### config.mk
export PLATFORM = sky130hd
export DESIGN_NAME = radical_inverse_generator_flat
export DESIGN_NICKNAME = d
export VERILOG_FILES = /design/src/rtl/core/rig_pkg.sv /design/src/rtl/core/rig_req_if.sv /design/src/rtl/core/rig_rsp_if.sv /design/src/rtl/core/rig_dp.sv /design/src/rtl/core/rig_ctrl.sv /design/src/rtl/core/radical_inverse_generator.sv /design/src/flat_wrapper.sv
export SDC_FILE = /design/constraint.sdc
export NUM_CORES = 1
export LEC_CHECK = 0
export BUFFER_PORTS_ARGS = -buffer_cell sky130_fd_sc_hd__buf_2
export CAP_MARGIN = 20
export CORE_UTILIZATION = 55
export DETAILED_ROUTE_END_ITERATION = 6
export PLACE_DENSITY = 0.78
export SYNTH_ARGS = -nofsm -noshare
export SYNTH_HDL_FRONTEND = slang
export SYNTH_HIERARCHICAL = 1
export SYNTH_SLANG_ARGS = --single-unit
### constraint.sdc
create_clock -name clock -period 6.3 [get_ports clock]
set_input_delay 0 -clock clock [delete_from_list [all_inputs] [get_ports clock]]
set_output_delay 0 -clock clock [all_outputs]
set_load 0.01 [all_outputs]
### src/rtl/core/rig_pkg.sv
// Shared constants, types and state encoding for the radical inverse generator.
`default_nettype none

package rig_pkg;

   localparam int IDX_BITS          = 32;
   localparam int RADIX_BITS        = 8;
   localparam int FIX_BITS          = 40;
   localparam int W_BITS            = FIX_BITS + 1;
   localparam int PROD_BITS         = W_BITS + RADIX_BITS;
   localparam int OUT_FRAC_BITS_DEF = 24;
   localparam int CNT_BITS          = $clog2(W_BITS);
   localparam int RADIX_MIN         = 2;

   typedef enum logic [3:0] {
      ST_IDLE,
      ST_CHECK,
      ST_DIV_IDX,
      ST_IDX_SAVE,
      ST_DIV_W,
      ST_W_SAVE,
      ST_MUL,
      ST_ADD,
      ST_FINISH
   } rig_state_type;

   typedef struct packed {
      logic load;
      logic div_load_idx;
      logic div_load_w;
      logic div_step;
      logic save_idx;
      logic save_w;
      logic mul;
      logic add;
      logic out_load;
   } rig_cmd_type;

   typedef struct packed {
      logic idx_zero;
      logic radix_small;
   } rig_status_type;

endpackage

`default_nettype wire

### src/rtl/core/rig_req_if.sv
// Request channel: sample index and radix words.
`default_nettype none

interface rig_req_if;
   logic                            valid;
   logic                            ready;
   logic [rig_pkg::IDX_BITS-1:0]    sample_index;
   logic [rig_pkg::RADIX_BITS-1:0]  radix;

   modport source (output valid, output sample_index, output radix, input ready);
   modport sink   (input valid, input sample_index, input radix, output ready);
endinterface

`default_nettype wire

### src/rtl/core/rig_rsp_if.sv
// Response channel: radical inverse fraction words.
`default_nettype none

interface rig_rsp_if #(
   parameter int OUT_FRAC_BITS = rig_pkg::OUT_FRAC_BITS_DEF
);
   logic                     valid;
   logic                     ready;
   logic [OUT_FRAC_BITS-1:0] fraction;

   modport source (output valid, output fraction, input ready);
   modport sink   (input valid, input fraction, output ready);
endinterface

`default_nettype wire

### src/rtl/core/rig_dp.sv
// Datapath: index, weight and accumulator registers with a shared serial divider.
`default_nettype none

module rig_dp #(
   parameter int OUT_FRAC_BITS = rig_pkg::OUT_FRAC_BITS_DEF
) (
   input  wire logic                             clock,
   input  wire rig_pkg::rig_cmd_type             cmd,
   output rig_pkg::rig_status_type               status,
   input  wire logic [rig_pkg::IDX_BITS-1:0]     sample_index,
   input  wire logic [rig_pkg::RADIX_BITS-1:0]   radix,
   output logic      [OUT_FRAC_BITS-1:0]         fraction
);
   import rig_pkg::*;

   localparam logic [W_BITS-1:0] W_ONE = W_BITS'(1) << FIX_BITS;

   logic [IDX_BITS-1:0]      idx_ff;
   logic [RADIX_BITS-1:0]    radix_ff;
   logic [W_BITS-1:0]        w_ff;
   logic [FIX_BITS-1:0]      acc_ff;
   logic [RADIX_BITS-1:0]    digit_ff;
   logic [W_BITS-1:0]        quo_ff;
   logic [W_BITS-1:0]        quo_in;
   logic [RADIX_BITS-1:0]    rem_ff;
   logic [RADIX_BITS-1:0]    rem_in;
   logic [FIX_BITS-1:0]      prod_ff;
   logic [FIX_BITS-1:0]      prod_in;
   logic [OUT_FRAC_BITS-1:0] fraction_ff;
   logic [RADIX_BITS:0]      trial;
   logic [RADIX_BITS:0]      diff;
   logic [PROD_BITS-1:0]     prod_full;

   // One restoring step: bring down the next dividend bit and try the radix.
   always_comb begin
      trial = {rem_ff, quo_ff[W_BITS-1]};
      diff  = trial - {1'b0, radix_ff};
      if (trial >= {1'b0, radix_ff}) begin
         rem_in = diff[RADIX_BITS-1:0];
         quo_in = {quo_ff[W_BITS-2:0], 1'b1};
      end else begin
         rem_in = trial[RADIX_BITS-1:0];
         quo_in = {quo_ff[W_BITS-2:0], 1'b0};
      end
   end

   assign prod_full = PROD_BITS'(w_ff) * PROD_BITS'(digit_ff);
   assign prod_in   = prod_full[FIX_BITS-1:0];

   always_ff @(posedge clock) begin
      if (cmd.load) begin
         idx_ff   <= sample_index;
         radix_ff <= radix;
         w_ff     <= W_ONE;
         acc_ff   <= '0;
      end
      if (cmd.save_idx) begin
         idx_ff   <= quo_ff[IDX_BITS-1:0];
         digit_ff <= rem_ff;
      end
      // The index is placed at the top so that 32 steps leave its quotient at the bottom.
      if (cmd.div_load_idx) begin
         quo_ff <= {idx_ff, {(W_BITS-IDX_BITS){1'b0}}};
         rem_ff <= '0;
      end else if (cmd.div_load_w) begin
         quo_ff <= w_ff;
         rem_ff <= '0;
      end else if (cmd.div_step) begin
         quo_ff <= quo_in;
         rem_ff <= rem_in;
      end
      if (cmd.save_w) begin
         w_ff <= quo_ff;
      end
      if (cmd.mul) begin
         prod_ff <= prod_in;
      end
      if (cmd.add) begin
         acc_ff <= acc_ff + prod_ff;
      end
      if (cmd.out_load) begin
         fraction_ff <= acc_ff[FIX_BITS-1 -: OUT_FRAC_BITS];
      end
   end

   assign status.idx_zero    = (idx_ff == '0);
   assign status.radix_small = (radix_ff < RADIX_BITS'(RADIX_MIN));
   assign fraction           = fraction_ff;

endmodule

`default_nettype wire

### src/rtl/core/rig_ctrl.sv
// Controller: sequences digit extraction, weight division and accumulation.
`default_nettype none

module rig_ctrl (
   input  wire logic                     clock,
   input  wire logic                     reset,
   input  wire logic                     req_valid,
   output logic                          req_ready,
   output logic                          rsp_valid,
   input  wire logic                     rsp_ready,
   input  wire rig_pkg::rig_status_type  status,
   output rig_pkg::rig_cmd_type          cmd
);
   import rig_pkg::*;

   localparam logic [CNT_BITS-1:0] IDX_LAST = CNT_BITS'(IDX_BITS - 1);
   localparam logic [CNT_BITS-1:0] W_LAST   = CNT_BITS'(W_BITS - 1);

   rig_state_type       state_ff;
   rig_state_type       state_in;
   logic [CNT_BITS-1:0] cnt_ff;
   logic [CNT_BITS-1:0] cnt_in;
   logic                rsp_valid_ff;
   logic                rsp_valid_in;
   logic                finished;

   assign finished = status.idx_zero || status.radix_small;

   always_comb begin
      state_in = state_ff;
      unique case (state_ff)
         ST_IDLE: begin
            if (req_valid) state_in = ST_CHECK;
         end
         ST_CHECK: begin
            state_in = finished ? ST_FINISH : ST_DIV_IDX;
         end
         ST_DIV_IDX: begin
            if (cnt_ff == IDX_LAST) state_in = ST_IDX_SAVE;
         end
         ST_IDX_SAVE: begin
            state_in = ST_DIV_W;
         end
         ST_DIV_W: begin
            if (cnt_ff == W_LAST) state_in = ST_W_SAVE;
         end
         ST_W_SAVE: begin
            state_in = ST_MUL;
         end
         ST_MUL: begin
            state_in = ST_ADD;
         end
         ST_ADD: begin
            state_in = ST_CHECK;
         end
         ST_FINISH: begin
            if (!rsp_valid_ff || rsp_ready) state_in = ST_IDLE;
         end
         default: begin
            state_in = ST_IDLE;
         end
      endcase
   end

   always_comb begin
      cmd       = '0;
      req_ready = 1'b0;
      unique case (state_ff)
         ST_IDLE: begin
            req_ready = 1'b1;
            cmd.load  = req_valid;
         end
         ST_CHECK: begin
            cmd.div_load_idx = !finished;
         end
         ST_DIV_IDX: begin
            cmd.div_step = 1'b1;
         end
         ST_IDX_SAVE: begin
            cmd.save_idx   = 1'b1;
            cmd.div_load_w = 1'b1;
         end
         ST_DIV_W: begin
            cmd.div_step = 1'b1;
         end
         ST_W_SAVE: begin
            cmd.save_w = 1'b1;
         end
         ST_MUL: begin
            cmd.mul = 1'b1;
         end
         ST_ADD: begin
            cmd.add = 1'b1;
         end
         ST_FINISH: begin
            cmd.out_load = !rsp_valid_ff || rsp_ready;
         end
         default: begin
            cmd = '0;
         end
      endcase
   end

   always_comb begin
      cnt_in = cnt_ff;
      if (cmd.div_load_idx || cmd.div_load_w) begin
         cnt_in = '0;
      end else if (cmd.div_step) begin
         cnt_in = cnt_ff + CNT_BITS'(1);
      end
   end

   always_comb begin
      rsp_valid_in = rsp_valid_ff;
      if (cmd.out_load) begin
         rsp_valid_in = 1'b1;
      end else if (rsp_ready) begin
         rsp_valid_in = 1'b0;
      end
   end

   always_ff @(posedge clock) begin
      if (reset) begin
         state_ff     <= ST_IDLE;
         cnt_ff       <= '0;
         rsp_valid_ff <= 1'b0;
      end else begin
         state_ff     <= state_in;
         cnt_ff       <= cnt_in;
         rsp_valid_ff <= rsp_valid_in;
      end
   end

   assign rsp_valid = rsp_valid_ff;

endmodule

`default_nettype wire

### src/rtl/core/radical_inverse_generator.sv
// Top level of the Halton radical inverse generator.
//
//   channel   dir   word contents
//   req_ch    in    sample_index[31:0], radix[7:0]
//   rsp_ch    out   fraction[OUT_FRAC_BITS-1:0]
//
// The work per word grows with D, the number of base-radix digits of
// the index (zero for index 0 or radix below two). Each digit runs the
// shared one-bit-per-cycle divider twice: 32 steps for the index and 41 steps
// for the weight.
// Reset is synchronous and clears the controller and the response valid.
// A new request is taken once the previous one is finished, even while its
// response still waits in the output register for rsp_ch.ready.
`default_nettype none

module radical_inverse_generator #(
   parameter int OUT_FRAC_BITS = rig_pkg::OUT_FRAC_BITS_DEF
) (
   input wire logic   clock,
   input wire logic   reset,
   rig_req_if.sink    req_ch,
   rig_rsp_if.source  rsp_ch
);
   import rig_pkg::*;

   rig_cmd_type    cmd;
   rig_status_type status;

   rig_ctrl u_ctrl (
      .clock     (clock),
      .reset     (reset),
      .req_valid (req_ch.valid),
      .req_ready (req_ch.ready),
      .rsp_valid (rsp_ch.valid),
      .rsp_ready (rsp_ch.ready),
      .status    (status),
      .cmd       (cmd)
   );

   rig_dp #(
      .OUT_FRAC_BITS (OUT_FRAC_BITS)
   ) u_dp (
      .clock        (clock),
      .cmd          (cmd),
      .status       (status),
      .sample_index (req_ch.sample_index),
      .radix        (req_ch.radix),
      .fraction     (rsp_ch.fraction)
   );

   a_busy_after_accept: assert property (@(posedge clock) disable iff (reset)
      (req_ch.valid && req_ch.ready) |=> !req_ch.ready)
      else $error("request taken while a word was in progress");

   a_out_slot_free: assert property (@(posedge clock) disable iff (reset)
      cmd.out_load |-> (!rsp_ch.valid || rsp_ch.ready))
      else $error("result overwrote an untaken response");

   a_cmd_exclusive: assert property (@(posedge clock) disable iff (reset)
      $onehot0({cmd.load, cmd.div_step, cmd.mul, cmd.add, cmd.out_load}))
      else $error("conflicting datapath commands");

endmodule

`default_nettype wire

### src/flat_wrapper.sv
// flat-port wrapper written by rule: the top's interface ports become plain ports
module radical_inverse_generator_flat import rig_pkg::*;
#(
   parameter int OUT_FRAC_BITS = rig_pkg::OUT_FRAC_BITS_DEF
)
  (clock, reset, req_ch_valid, req_ch_sample_index, req_ch_radix, req_ch_ready, rsp_ch_valid, rsp_ch_fraction, rsp_ch_ready);
  rig_req_if req_ch_i ();
  rig_rsp_if #(.OUT_FRAC_BITS(OUT_FRAC_BITS)) rsp_ch_i ();
  input wire logic clock;
  input wire logic reset;
  input wire logic [$bits(req_ch_i.valid)-1:0] req_ch_valid;
  input wire logic [$bits(req_ch_i.sample_index)-1:0] req_ch_sample_index;
  input wire logic [$bits(req_ch_i.radix)-1:0] req_ch_radix;
  output wire logic [$bits(req_ch_i.ready)-1:0] req_ch_ready;
  output wire logic [$bits(rsp_ch_i.valid)-1:0] rsp_ch_valid;
  output wire logic [$bits(rsp_ch_i.fraction)-1:0] rsp_ch_fraction;
  input wire logic [$bits(rsp_ch_i.ready)-1:0] rsp_ch_ready;
  assign req_ch_i.valid = req_ch_valid;
  assign req_ch_i.sample_index = req_ch_sample_index;
  assign req_ch_i.radix = req_ch_radix;
  assign req_ch_ready = req_ch_i.ready;
  assign rsp_ch_valid = rsp_ch_i.valid;
  assign rsp_ch_fraction = rsp_ch_i.fraction;
  assign rsp_ch_i.ready = rsp_ch_ready;
  radical_inverse_generator #(.OUT_FRAC_BITS(OUT_FRAC_BITS)) u_core (.clock(clock), .reset(reset), .req_ch(req_ch_i), .rsp_ch(rsp_ch_i));
endmodule
==> out/metrics.cfg <==
[run_status]
outcome=completed

[grt]
grt_pass1_wl_mm=74.84
overflow=0
grt_pass1_vias=15030
antenna_found_initial=0
grt_max_degree=76
grtUsageTotal_pct=24.01

[worst_setup_path]
reg2regPathDepth=17
cpPeakStageDelay_ps=820
r2r_start=u_core/u_dp/digit_ff[2]
cp_max_fo=23
r2r_slack_ps=320
critical_path_class=reg2reg
cp_top_family=adder cells
critical_path.slowest_cell=edfxtp_1
crit_path_start_kind=flip-flop
cp-end-kind=flip-flop
cp.arrival_ps=6260
cp_cell_sequence=buf_4, and2_1, fa_1, fa_1, fa_1, fa_1, ha_1, a21o_1, a21o_1, a21o_1, a2111oi_0, nand4_1, a311oi_2, o211ai_1, a31o_1, a21oi_1, xnor2_1
cp_num_buf_inv=1
required_ps=6580
critical_path.most_common_cell=fa_1
r2r_end=u_core/u_dp/prod_ff[39]

[synthesis]
synth_cell_types=74
synth_top_family_by_area=adder cells
synth_compound_gate_area_share_pct=8.318
synth_xor_area_share_pct=3.620
synth_fa_ha_area_share_pct=25.70
synthCells=1955
synth-edff-count=225
synthesis.nets=2302
yosys.area_share.simple_pct=17.94
yosysSeqAreaShare_pct=35.22
mappedNetlistArea_um2=20770
synth.mux.area_fraction_pct=4.156
synth_ff_type=edfxtp_1
ys_seq_elements=253
synthTopCellsByArea=edfxtp_1 (33%), fa_1 (20%), and2_1 (9.2%), ha_1 (5.8%), inv_1 (3.7%)
synth.avg_cell_area_um2=10.63
async_reset_ff_share_pct=0
synth_top_area_share_pct=32.53
ys_warn_count=6
yosysTopAreaCell=edfxtp_1

[placement]
dpl.hpwl_mm=32.40
gp_congestion=0.9015
port_buffers=69

[floorplan]
die_height_um=196.3
start_util_pct=56.34
io_pins=70
core-area_um2=36870
die_area_um2=38550
dieWidth_um=196.3
row_count=70

[cells_and_area]
drive_above_1_share_pct=9.372
layout-area-overhead-vs-synth_pct=11.00
fin_nets=2395
diodes=0

[timing]
grt_setup_unrepaired=false
relSlewSlack_pct=29.67
fmax_ghz=0.1673
whs_ps=25.59
finClkSkew_ps=38.46
setup_tns_ps=0
period_share_pct=94.89
period_needed_ps=5978
slew_violations=0
finalSetupViolations=0
hold_viol_final=0
worst_pin_slew_ps=1055

[clocking]
cts_setup_buffers=0
htreeDepth=1
path_clk_slew_ps=60
numCtsBuffers=28
cts_tree=done
cts.sinks=253
clk_path_buf_depth=3
clock_latency_ps=560
cts_root_buf=clkbuf_16

[power]
p_leak_nw=9.740
peakVddDrop_mv=0.2172
power_density_nw_per_um2=330.3
total_power_mw=7.615

[worst_hold_path]
hold_end=u_core/u_ctrl/state_ff[1]
holdPathStages=4
hold_class=in2reg
worstHoldStart=req_ch_valid

[routing]
drt_pre_antenna_iters=5
dr.first_iter.drc_count=734
vias=14310
wirelength_mm=44.33
ant_nets=0
remaining_drc_errors=0
vias_per_cell=5.561
routedWlPerCell_um=17.22

[flow_run]
max_cap_violations=0

-- cell usage after synthesis, types with 5 or more instances --
cell / count
nand2b_1: 12
o211ai_1: 6
a21o_1: 44
nor4_1: 10
o21ai_1: 5
o21a_1: 8
edfxtp_1: 225
nor3_1: 19
nand4_1: 14
o21ai_0: 82
buf_1: 6
and3_1: 13
o21bai_1: 10
nor2b_1: 17
clkbuf_1: 60
fa_1: 206
xor2_1: 24
ha_1: 97
xnor2_1: 60
nand3_1: 15
nand2_1: 158
mux2i_1: 48
dfxtp_1: 28
a211oi_1: 8
or3_1: 9
nor2_1: 74
a21oi_1: 76
mux2_2: 34
inv_1: 203
a31oi_1: 7
and2_1: 305
-- report_power, final --
part	switching, mW	total, mW	internal, mW
Combinational	2.05	3.62	1.57
Clock	0.666	1.65	0.980
Sequential	0.162	2.35	2.19
-- logic make-up after synthesis --
kind of cell / Yosys count
buffers and inverters: 274
multiplexers: 82
adder cells (fa/ha/maj): 303
XOR/XNOR: 85
flip-flops: 253
AO/OA/AOI/OAI: 277
AND/OR/NAND/NOR: 681
-- flip-flops by register name, summed over array words and instances (netlist names) --
| name | count |
|---|---|
| u_core/u_dp/quo_ff | 41 |
| u_core/u_dp/w_ff | 41 |
| u_core/u_dp/acc_ff | 40 |
| u_core/u_dp/prod_ff | 40 |
| u_core/u_dp/idx_ff | 32 |
| u_core/u_dp/fraction | 24 |
| u_core/u_dp/digit_ff | 8 |
| u_core/u_dp/radix_ff | 8 |
| u_core/u_dp/rem_ff | 8 |
| u_core/u_ctrl/cnt_ff | 6 |
| u_core/u_ctrl/state_ff | 4 |
| u_core/u_ctrl/rsp_valid | 1 |
-- cells in the final DEF, fill, tap and decap left out, types with 6 or more instances in the layout --
cell type | netlist | layout
xor2_1 | 24 | 24
a211oi_1 | 8 | 8
nand2b_1 | 12 | 12
edfxtp_1 | 225 | 225
o21bai_1 | 10 | 10
dlygate4sd3_1 | 0 | 43
mux2i_1 | 48 | 48
xnor2_1 | 60 | 60
buf_4 | 3 | 18
o21a_1 | 8 | 8
clkbuf_16 | 0 | 28
nor2_1 | 74 | 71
nand3_1 | 15 | 15
inv_1 | 203 | 203
nor3_1 | 19 | 18
nand2_1 | 158 | 158
buf_2 | 0 | 69
o211ai_1 | 6 | 6
mux2_2 | 34 | 34
dfxtp_1 | 28 | 28
nor4_1 | 10 | 10
a31oi_1 | 7 | 7
clkinv_1 | 0 | 7
and3_1 | 13 | 13
or3_1 | 9 | 9
a21o_1 | 44 | 44
nor2b_1 | 17 | 16
ha_1 | 97 | 97
fa_1 | 206 | 206
nand4_1 | 14 | 14
a21oi_1 | 76 | 76
and2_1 | 305 | 305
o21ai_0 | 82 | 82
-- through the flow --
stage          setup WS (ps)  std cells  instance area (um2)  utilization [%]
2_1_floorplan           1019       1955                20770                -
3_3_place_gp           576.0       2478                21670            58.78
3_5_place_dp           388.6       2478                21670            58.78
4_1_cts                349.1       2573                23040            62.48
5_1_grt                51.20       2574                23060            62.53
6_report               321.8       2574                23060            62.53
-- worst reg2reg max path: stages (launching register included) --
cell and delay (ps):
edfxtp_1 820, buf_4 280, and2_1 160, fa_1 420
fa_1 460, fa_1 450, fa_1 490, ha_1 380
a21o_1 190, a21o_1 170, a21o_1 180, a2111oi_0 410
nand4_1 240, a311oi_2 420, o211ai_1 160, a31o_1 240
a21oi_1 160, xnor2_1 80
-- area by class of cell --
cell class / instances / area [um2]
timing repair buffer: 133 / 970.9
fill: 2912 / 13820
clock buffer: 31 / 711.9
multi-input combinational: 1428 / 12440
clock inverter: 21 / 221.5
inverter: 204 / 765.7
sequential: 253 / 7317
tap: 504 / 630.6
-- worst max-delay path by stage --
stage	endpoint	start	slack (ps)	cells after the start
2_1_floorplan	u_core/u_dp/prod_ff[38]	u_core/u_dp/digit_ff[2]	1020	20
3_3_place_gp	u_core/u_dp/prod_ff[38]	u_core/u_dp/digit_ff[3]	580	18
3_5_place_dp	u_core/u_dp/prod_ff[39]	u_core/u_dp/digit_ff[2]	390	17
4_1_cts	u_core/u_dp/prod_ff[39]	u_core/u_dp/digit_ff[2]	350	17
5_1_grt	u_core/u_dp/prod_ff[38]	u_core/u_dp/digit_ff[3]	50	18
6_report	u_core/u_dp/prod_ff[39]	u_core/u_dp/digit_ff[2]	320	17
-- per-layer routing --
metal | up-vias | wire length [um] | track usage [%]
li1 | 6750 | - | -
met1 | 7041 | 19690 | 32.98
met2 | 455 | 21250 | 40.74
met3 | 67 | 2514 | 3.080
met4 | 0 | 872 | 5.440
met5 | - | 0 | 0
-- timing repair --
action,CTS,global route
endpoints found under the hold margin,51,0
resized for setup,0,0
hold buffers,43,0
(Power assumes the default switching activity.)
